## src/sv/tab_pkg.sv

```systemverilog
// Package for the triangle adjacency builder: table geometry, function codes,
// hash function and the front-to-back command type. No dependencies.
package tab_pkg;
  localparam int TableEntries = 4096;
  localparam int SlotW = $clog2(TableEntries);
  localparam int MaxProbes = 16;
  localparam int ProbeW = $clog2(MaxProbes + 1);
  localparam int QDepth = 4;
  localparam int QPtrW = $clog2(QDepth);

  localparam logic [1:0] FuncInsert = 2'd0;
  localparam logic [1:0] FuncQuery  = 2'd1;
  localparam logic [1:0] FuncClear  = 2'd2;
  localparam logic [1:0] FuncNop    = 2'd3;

  typedef struct packed {
    logic [1:0]  func;
    logic [15:0] va;
    logic [15:0] vb;
    logic [15:0] vc;
  } cmd_t;

  // Hash is split in two stages by the caller: multiply, then fold.
  // Only the low 32 bits of the product are kept.
  function automatic logic [31:0] hash_mul(input logic [31:0] key);
    logic [31:0] p;
    p = key * 32'd2654435761;
    return p;
  endfunction

  function automatic logic [SlotW-1:0] hash_fold(input logic [31:0] h);
    logic [31:0] f;
    f = h ^ (h >> 16);
    return f[SlotW-1:0];
  endfunction
endpackage

```

## src/sv/tab_front.sv

```systemverilog
// Front part: accepts words, drops no-op codes, and queues commands.
// Depends on tab_pkg.
module tab_front (
  input  logic           clk,
  input  logic           rst_n,
  input  logic           in_valid,
  output logic           in_ready,
  input  logic [1:0]     in_func,
  input  logic [15:0]    in_vertex_a,
  input  logic [15:0]    in_vertex_b,
  input  logic [15:0]    in_vertex_c,
  output logic           q_valid,
  input  logic           q_pop,
  output tab_pkg::cmd_t  q_cmd
);
  tab_pkg::cmd_t mem_r [tab_pkg::QDepth];
  logic [tab_pkg::QPtrW-1:0] wp_r, rp_r;
  logic [tab_pkg::QPtrW:0]   cnt_r;
  logic push, keep;

  assign in_ready = (cnt_r != (tab_pkg::QPtrW+1)'(tab_pkg::QDepth));
  assign keep = (in_func != tab_pkg::FuncNop);
  assign push = in_valid && in_ready && keep;
  assign q_valid = (cnt_r != '0);
  assign q_cmd = mem_r[rp_r];

  always_ff @(posedge clk) begin
    if (push) mem_r[wp_r] <= '{in_func, in_vertex_a, in_vertex_b, in_vertex_c};
  end

  always_ff @(posedge clk) begin
    if (!rst_n) begin
      wp_r <= '0;
      rp_r <= '0;
      cnt_r <= '0;
    end else begin
      if (push) wp_r <= wp_r + 1'b1;
      if (q_pop) rp_r <= rp_r + 1'b1;
      cnt_r <= cnt_r + (tab_pkg::QPtrW+1)'(push) - (tab_pkg::QPtrW+1)'(q_pop);
    end
  end

  a_no_pop_empty: assert property (@(posedge clk) disable iff (!rst_n)
    q_pop |-> q_valid) else $error("pop from empty queue");
  a_cnt_bound: assert property (@(posedge clk) disable iff (!rst_n)
    cnt_r <= (tab_pkg::QPtrW+1)'(tab_pkg::QDepth)) else $error("queue count overrun");
  a_full_ready: assert property (@(posedge clk) disable iff (!rst_n)
    (cnt_r == (tab_pkg::QPtrW+1)'(tab_pkg::QDepth)) |-> !in_ready)
    else $error("ready while full");
endmodule

```

## config.mk

```make
export PLATFORM = sky130hd
export DESIGN_NAME = tab_front
export DESIGN_NICKNAME = d
export VERILOG_FILES = /design/src/sv/tab_pkg.sv /design/src/sv/tab_front.sv
export SDC_FILE = /design/constraint.sdc
export NUM_CORES = 1
export LEC_CHECK = 0
export BUFFER_PORTS_ARGS = -buffer_cell sky130_fd_sc_hd__clkbuf_2
export CAP_MARGIN = 15
export CORE_ASPECT_RATIO = 0.6
export CORE_MARGIN = 3
export CORE_UTILIZATION = 45
export DETAILED_ROUTE_END_ITERATION = 6
export PLACE_DENSITY = 0.7
export SETUP_SLACK_MARGIN = 0.4
export SLEW_MARGIN = 30
export SYNTH_ARGS = -nofsm -noshare
export SYNTH_HDL_FRONTEND = slang
export SYNTH_SLANG_ARGS = --single-unit
```

## constraint.sdc

```tcl
create_clock -name clk -period 2.75 [get_ports clk]
set_clock_uncertainty 0.05 [all_clocks]
set_input_delay 0.4125 -clock clk [delete_from_list [all_inputs] [get_ports clk]]
set_output_delay 0.4125 -clock clk [all_outputs]
set_load 0.01 [all_outputs]
```

# [Yosys cells after proc, flatten, opt, wreduce, memory -nomap -nowiden]
# Memory sizes are Yosys's and may differ from the RTL's. A register that Yosys moved wholly into a read port is not among the register bits.
# Index checks and enable logic that the tools add are counted.
[op_classes] add_sub_neg=4 n_mul=0 div_mod_pow=0 n_lt_le_gt_ge=0 eq_ne=2 shift=0 n_mux=4 bitwise_logic=0 reduce_logical=3
[ops] cell="2-bit by 1-bit adder with 2-bit output (second input constant)" count=2
[ops] cell="2-bit 2-to-1 mux" count=2
[ops] cell="3-bit by 1-bit adder with 3-bit output" count=1
[ops] cell="3-bit inequality test (second input constant)" count=1
[ops] cell="3-bit nonzero test" count=1
[ops] cell="3-bit by 1-bit subtractor with 3-bit output" count=1
[ops] cell="1-bit logical AND" count=2
[ops] cell="1-bit 2-to-1 mux" count=2
[ops] cell="2-bit inequality test (second input constant)" count=1
[word_totals] reg_bits=7 latch_bits=0 ram_bits=200 mem_bits_ro=0 in_bits=54 output_inout_bits=52 wordCells=17 mem_count=1
[mem_list] name="mem_r" depth=4 word_bits=50 rd=1 rd_ports_with_merged_regs=1 write_ports=1 line_no="tab_front.sv:16" rtl="tab_pkg::cmd_t mem_r [tab_pkg::QDepth];"

# [Depth between registers and ports, before layout]
# Gate-level depths: netlist of the first run.
[depth] ltp_word=5 mapped_depth=11 ltp_nobuf=11

# [Worst setup path before layout of the first run]
# OpenSTA, ideal clock, no wires.
[synth_timing] kind="register -> register" from="register cnt_r[1] (netlist bit)" to="memory mem_r[2][0] (netlist bit), enable pin" setup_time_ns=0.413 arrival_time_ns=2.071 t_required_ns=2.287 path_slack_ns=0.216 path_stages_with_launch=4 path_buffers=0 period_less_slack_ns=2.534 cell_sequence="dfxtp_1 -> nor2_1 -> a221oi_4 -> and2_1"
[synth_via] elab_chain_len=5
[synth_rtl] item="start: declaration" line_no="tab_front.sv:18" rtl="logic [tab_pkg::QPtrW:0] cnt_r;"
[synth_rtl] item="start signal: assignment" line_no="tab_front.sv:39" rtl="cnt_r <= cnt_r + (tab_pkg::QPtrW+1)'(push) - (tab_pkg::QPtrW+1)'(q_pop);"
[synth_rtl] item="3-bit inequality test" line_no="tab_front.sv:21" rtl="assign in_ready = (cnt_r != (tab_pkg::QPtrW+1)'(tab_pkg::QDepth));"
[synth_rtl] item="1-bit logical AND (2 in series)" line_no="tab_front.sv:23" rtl="assign push = in_valid && in_ready && keep;"
[synth_rtl] item="1-bit 2-to-1 mux" line_no="tab_front.sv:28" rtl="if (push) mem_r[wp_r] <= '{in_func, in_vertex_a, in_vertex_b, in_vertex_c};"
[synth_rtl] item="1-bit 2-to-1 mux (implied by the code)" line_no="tab_front.sv:28"
[synth_rtl] item="end: declaration" line_no="tab_front.sv:16"
# No other way between the ends.

==> results of run 1 <==
layout make-up:
| type | count | area [um2] | area share [%] |
|---|---|---|---|
| clock inverter | 13 | 158 | 1.70 |
| inverter | 6 | 22.5 | 0.243 |
| multi-input combinational | 82 | 1410 | 15.2 |
| tap | 228 | 285 | 3.08 |
| clock buffer | 22 | 529 | 5.71 |
| sequential | 209 | 6190 | 66.8 |
| timing repair buffer | 121 | 671 | 7.23 |
stage by stage:
stage	worst slack, ns	hold WS, ns	area (um2)
2_1_floorplan	0.473	0.418	7750
3_3_place_gp	0.417	0.430	8550
3_5_place_dp	0.322	0.443	8550
4_1_cts	0.403	0.0814	9260
5_1_grt	0.378	0.0829	9270
6_report	0.474	0.100	9270
sequential cells by signal (all words and copies together) (netlist names), named ones only:
| register | flops |
|---|---|
| rp_r | 2 |
| mem_r | 200 |
| cnt_r | 3 |
| wp_r | 2 |
layout by cell type, fill, tap and decap left out, drive strengths merged:
master	n
bufinv	4
fa	1
nor2b	1
clkbuf	127
inv	6
mux4	50
clkinv	9
mux2i	2
xnor2	3
or3	1
a221oi	1
nand2	6
nor2	1
ha	6
xor2	1
buf	16
dfxtp	9
and2	9
edfxtp	200
per-layer routing:
| metal | up-vias | routed length (um) | GRT usage, % |
|---|---|---|---|
| met2 | 99 | 6480 | 23.9 |
| met3 | 18 | 1070 | 4.97 |
| li1 | 1554 | - | - |
| met1 | 1800 | 5950 | 20.1 |
| met4 | 0 | 192 | 2.60 |
| met5 | - | 0 | 0 |
where the power goes:
part           leakage [nW]  internal, mW  switching, mW
sequential             1.90          3.74         0.0704
clock                 0.338          1.75           1.09
combinational         0.947         0.428          0.492
total                  3.18          5.92           1.66
synthesized netlist by cell type:
cell type  count  share of area [%]
mux4_2        50                 15
a221oi_4       1               0.34
buf_12         5                1.3
buf_6          1               0.15
fa_1           1               0.26
edfxtp_1     200                 77
buf_2          5               0.32
clkbuf_1       1              0.048
nor2_1         1              0.048
ha_1           6               0.97
and2_1         9               0.73
xor2_1         1               0.11
nor2b_1        1              0.081
nand2_1        6               0.29
dfxtp_1        9                2.3
inv_1          6               0.29
xnor2_1        3               0.34
or3_1          1              0.081
mux2i_1        2               0.26
buf_1          1              0.048
kinds of logic (layout without fill, tap and decap cells):
logic type               count (synthesis)  after routing  synth area share, %
flip-flops                             209            209                 79.8
multiplexers                            52             52                 14.8
buffers and inverters                   19            162                 2.15
AND/OR/NAND/NOR                         18             18                 1.23
adder cells (fa/ha/maj)                  7              7                 1.23
XOR/XNOR                                 4              4                0.452
AO/OA/AOI/OAI                            1              1                0.339
final timing paths:
check	startpoint	endpoint	depth (start not counted)
setup / recovery	register	q_cmd[23]	3
hold / removal	in_vertex_b[3]	mem_r[1][19]	1
setup reg to reg	cnt_r[1]	cnt_r[2]	11
hold reg to reg	wp_r[1]	wp_r[1]	2
what timing repair did:
item / 4_1_cts / 5_1_grt
setup endpoints to repair: 36 / 11
cloned: 0 / 0
hold endpoints to repair: 0 / 0
buffers inserted: 3 / 0
resized for setup: 0 / 4
==> flow_metrics.env, run 1 <==
export IMPL_port_buffers=105
export IMPL_cap_violations=0
export IMPL_grt_max_degree=31
export IMPL_grt_overflow=0
export IMPL_postRouteAntennaNets=0
export IMPL_path_cells="buf_12 -> mux4_2 -> clkbuf_2"
export IMPL_path_buf_inv=2
export IMPL_drc_errors=0
export IMPL_slew_limit_headroom_pct=67.2
export IMPL_yosys_register_bits=209
export IMPL_drive_above_1_share_pct=46.1
export IMPL_min_period_over_period_pct=82.8
export IMPL_cp_max_fo=20
export IMPL_cp_slowest_stage_delay_ns=0.55
export IMPL_wl_um=13700
export IMPL_fin_crit_ns=2.28
export IMPL_dr_pass1_iters=4
export IMPL_clock_latency_ns=0.48
export IMPL_fin_setup_tns_ns=0
export IMPL_htreeDepth=1
export IMPL_leakage_nw=3.18
export IMPL_post_dp_hpwl_um=8330
export IMPL_design_core_area_um2=16500
export IMPL_avgSynthCellArea_um2=25.0
export IMPL_required_ns=2.29
export IMPL_grt_usage_pct=14.8
export IMPL_die_h_um=108
export IMPL_final_cells=681
export IMPL_min_delay_path_class="input pin to register"
export IMPL_antenna_found_initial=0
export IMPL_grt_pass1_vias=3810
export IMPL_path_clk_slew_ns=0.06
export IMPL_ctsHoldBuffers=0
export IMPL_finalHoldViolCount=0
export IMPL_yosysSeqAreaShare_pct=79.8
export IMPL_max_clock_freq_mhz=439
export IMPL_power_density_nw_per_um2=817
export IMPL_critPathArrivalTime_ns=1.81
export IMPL_cts_made_buffers=20
export IMPL_via_per_inst=5.10
export IMPL_dp_cells=643
export IMPL_ios=106
export IMPL_syn_num_nets=371
export IMPL_grt_pass1_wl_um=21200
export IMPL_die_x_um=175
export IMPL_critPathCaptureType="output pin"
export IMPL_setup_violations=0
export IMPL_yosysWarnings=0
export IMPL_vias=3471
export IMPL_cts_max_path_buffers=3
export IMPL_post_route_util_pct=56.1
export IMPL_gp_congestion=0.680
export IMPL_drt_iter0_drc=198
export IMPL_power_mw=7.57
export IMPL_wl_per_cell_um=20.1
export IMPL_status="finished, final reports clean"
export IMPL_grt_setup_unrepaired="yes"
export IMPL_clockRootBuffer="clkbuf_16"
export IMPL_max_vdd_ir_drop_mv=0.383
export IMPL_worstSetupStartpointType="register"
export IMPL_synth_area_um2=7750
export IMPL_cp_top_family="multiplexers"
export IMPL_syn2layout_area_growth_pct=19.6
export IMPL_r2r_slack_ns=0.56
export IMPL_dieArea_um2=18900
export IMPL_rows=36
export IMPL_worstSetupPathType="register to output pin"
export IMPL_start_util_pct=46.9
export IMPL_worst_pin_slew_ns=0.492
export IMPL_synth_cell_type_count=20
export IMPL_drv_slew=0
export IMPL_nNetsFinal=501
export IMPL_slowest_stage="mux4_2"
export IMPL_cts_tree="done"
export IMPL_syn_inst=310
export IMPL_cts_sinks=209
export IMPL_n_antenna_cell=0
export IMPL_nFillCells=1262
Note: power is estimated with default switching activity, not from simulation.
==> inputs of run 2 (changes only) <==
==> constraint.sdc (replaced) <==
create_clock -name clk -period 2.2 [get_ports clk]
set_clock_uncertainty 0.05 [all_clocks]
set_input_delay 0.33 -clock clk [delete_from_list [all_inputs] [get_ports clk]]
set_output_delay 0.33 -clock clk [all_outputs]
set_load 0.01 [all_outputs]
==> run 2 against run 1 <==
  * The flow now finishes with violations (setup timing)
  * Total power rose by 29%
  * Via count increased by 5.4%
  * Combinational power grew 50%
  * Cell count increased by 2.1%
  * Sequential cell count stayed put
  * Final area rose by 4.5%
  * First-iteration DRC count grew 69%
  * Die area did not move
  * Critical path type unchanged
  * Critical endpoint is now q_cmd[16]
  * Largest cell class unchanged
  * Highest routed layer is now met5
==> flow_metrics.env, run 2 (synthesis gave the netlist of run 1 again) <==
export IMPL_max_vdd_ir_drop_mv=0.726
export IMPL_syn2layout_area_growth_pct=25.0
export IMPL_gp_congestion=0.699
export IMPL_violations="setup timing"
export IMPL_slowest_stage="mux4_2"
export IMPL_wl_um=14800
export IMPL_finalHoldViolCount=0
export IMPL_rows=36
export IMPL_antenna_found_initial=1
export IMPL_drc_errors=0
export IMPL_grt_pass1_vias=3893
export IMPL_grt_max_degree=44
export IMPL_cp_max_fo=6
export IMPL_setup_violations=6
export IMPL_critPathCaptureType="output pin"
export IMPL_cp_top_family="multiplexers"
export IMPL_fin_crit_ns=2.21
export IMPL_power_frac_seq_pct=49.0
export IMPL_layout_common_cells="edfxtp_1, clkbuf_2, mux4_2"
export IMPL_vias=3658
export IMPL_cp_slowest_stage_delay_ns=0.57
export IMPL_worstSetupStartpointType="register"
export IMPL_wl_met1_um=6390
export IMPL_cts_tree="done"
export IMPL_post_dp_hpwl_um=8740
export IMPL_die_h_um=108
export IMPL_largest_reg_flops=200
export IMPL_wl_per_cell_um=21.3
export IMPL_swShare_pct=22.3
export IMPL_worstSetupPathType="register to output pin"
export IMPL_leakage_nw=3.34
export IMPL_path_buf_inv=2
export IMPL_path_cells="buf_4 -> mux4_2 -> clkbuf_2"
export IMPL_top_register="mem_r"
export IMPL_status="finished with violations"
export IMPL_dr_wl_met3_um=1300
export IMPL_nNetsFinal=514
export IMPL_largest_registers="mem_r x200, cnt_r x3"
export IMPL_p_clk_share_pct=36.8
export IMPL_grt_pass1_wl_um=21900
export IMPL_grt_setup_unrepaired="yes"
export IMPL_critPathArrivalTime_ns=1.83
export IMPL_postRouteAntennaNets=0
export IMPL_met2_length_um=6940
export IMPL_grt_usage_pct=15.3
export IMPL_topRoutingLayerUsed="met5"
export IMPL_final_common_cell="edfxtp_1"
export IMPL_place_area_um2=8650
export IMPL_min_delay_path_class="input pin to register"
export IMPL_dr_pass1_iters=4
export IMPL_path_clk_slew_ns=0.06
export IMPL_power_internal_mw=7.57
export IMPL_max_clock_freq_mhz=452
export IMPL_worst_pin_slew_ns=0.373
export IMPL_postLayoutCellArea_um2=9690
export IMPL_final_cells=695
export IMPL_cts_made_buffers=20
export IMPL_ios=106
export IMPL_finalWorstSetupSlack_ns=-0.0134
export IMPL_required_ns=1.82
export IMPL_drt_iter0_drc=334
export IMPL_port_buffers=105
export IMPL_drive_above_1_share_pct=49.3
export IMPL_drv_slew=0
export IMPL_dp_cells=646
export IMPL_power_density_nw_per_um2=1010
export IMPL_n_antenna_cell=0
export IMPL_start_util_pct=46.9
export IMPL_cap_violations=0
export IMPL_via_per_inst=5.26
export IMPL_htreeDepth=1
export IMPL_clock_latency_ns=0.48
export IMPL_p_sw_mw=2.17
export IMPL_clockRootBuffer="clkbuf_16"
export IMPL_grt_overflow=0
export IMPL_dieArea_um2=18900
export IMPL_min_period_over_period_pct=101
export IMPL_pwr_share_comb_pct=14.2
export IMPL_design_core_area_um2=16500
export IMPL_die_x_um=175
export IMPL_cts_max_path_buffers=3
export IMPL_slew_limit_headroom_pct=75.1
export IMPL_cts_sinks=209
## run 2: cell types whose count changed in the layout (fill, tap and decap cells not counted), moves of 4 or more
cell and delta:
clkbuf_2 -11, clkbuf_16 +5, and2_2 -4, buf_16 +4, buf_2 +5, and2_4 +4
## run 2: worst paths after layout
check	startpoint	to	slack, ns	depth (start not counted)
worst min-delay path	in_vertex_c[11]	mem_r[3][11]	0.02	1
worst max-delay path	register	q_cmd[16]	-0.01	3
worst min register to register	wp_r[1]	wp_r[1]	0.46	2
worst max register to register	cnt_r[0]	cnt_r[2]	0.02	11
## run 2: metal layers
metal	global-route usage, %	vias to the layer above
li1	-	1595
met1	21.1	1905
met2	24.5	139
met3	5.04	17
met4	3.11	2
met5	0	-
## run 2: metrics by stage
stage | utilization, % | power, mW | setup WS, ns | hold WS [ns] | setup TNS (ns)
floorplan | - | 5.55 | 0.0270 | 0.379 | 0
global placement | 52.3 | 6.00 | 0.0191 | 0.433 | 0
detailed placement | 52.3 | 6.06 | -0.0686 | 0.452 | -0.0686
CTS | 57.3 | 9.75 | -0.0367 | 0.000314 | -0.281
global route | 58.6 | 10.1 | -0.0861 | 0.00537 | -2.40
finish | 58.6 | 9.74 | -0.0134 | 0.0172 | -0.0529
## run 2: repair_timing
| item | 4_1_cts | 5_1_grt |
|---|---|---|
| cloned | 0 | 5 |
| pin swaps | 0 | 4 |
| hold endpoints to repair | 11 | 0 |
| resized for setup | 13 | 23 |
| endpoints found under the setup margin | 52 | 221 |
| hold buffers | 3 | 0 |
| buffers inserted | 4 | 1 |
## run 2: power groups by stage
| stage | Sequential, mW | Combinational (mW) | Clock, mW |
|---|---|---|---|
| floorplan | 4.82 | 0.732 | 0 |
| global placement | 4.84 | 1.17 | 0 |
| detailed placement | 4.86 | 1.20 | 0 |
| CTS | 4.76 | 1.30 | 3.68 |
| global route | 4.79 | 1.49 | 3.85 |
| finish | 4.77 | 1.38 | 3.59 |
## run 2: layout make-up
| class | count | area [um2] |
|---|---|---|
| Fill cell | 1214 | 6840 |
| Sequential cell | 209 | 6200 |
| Multi-Input combinational cell | 82 | 1450 |
| Timing Repair Buffer | 134 | 1030 |
| Clock buffer | 21 | 526 |
| Tap cell | 228 | 285 |
| Clock inverter | 15 | 171 |
| Inverter | 6 | 25.0 |
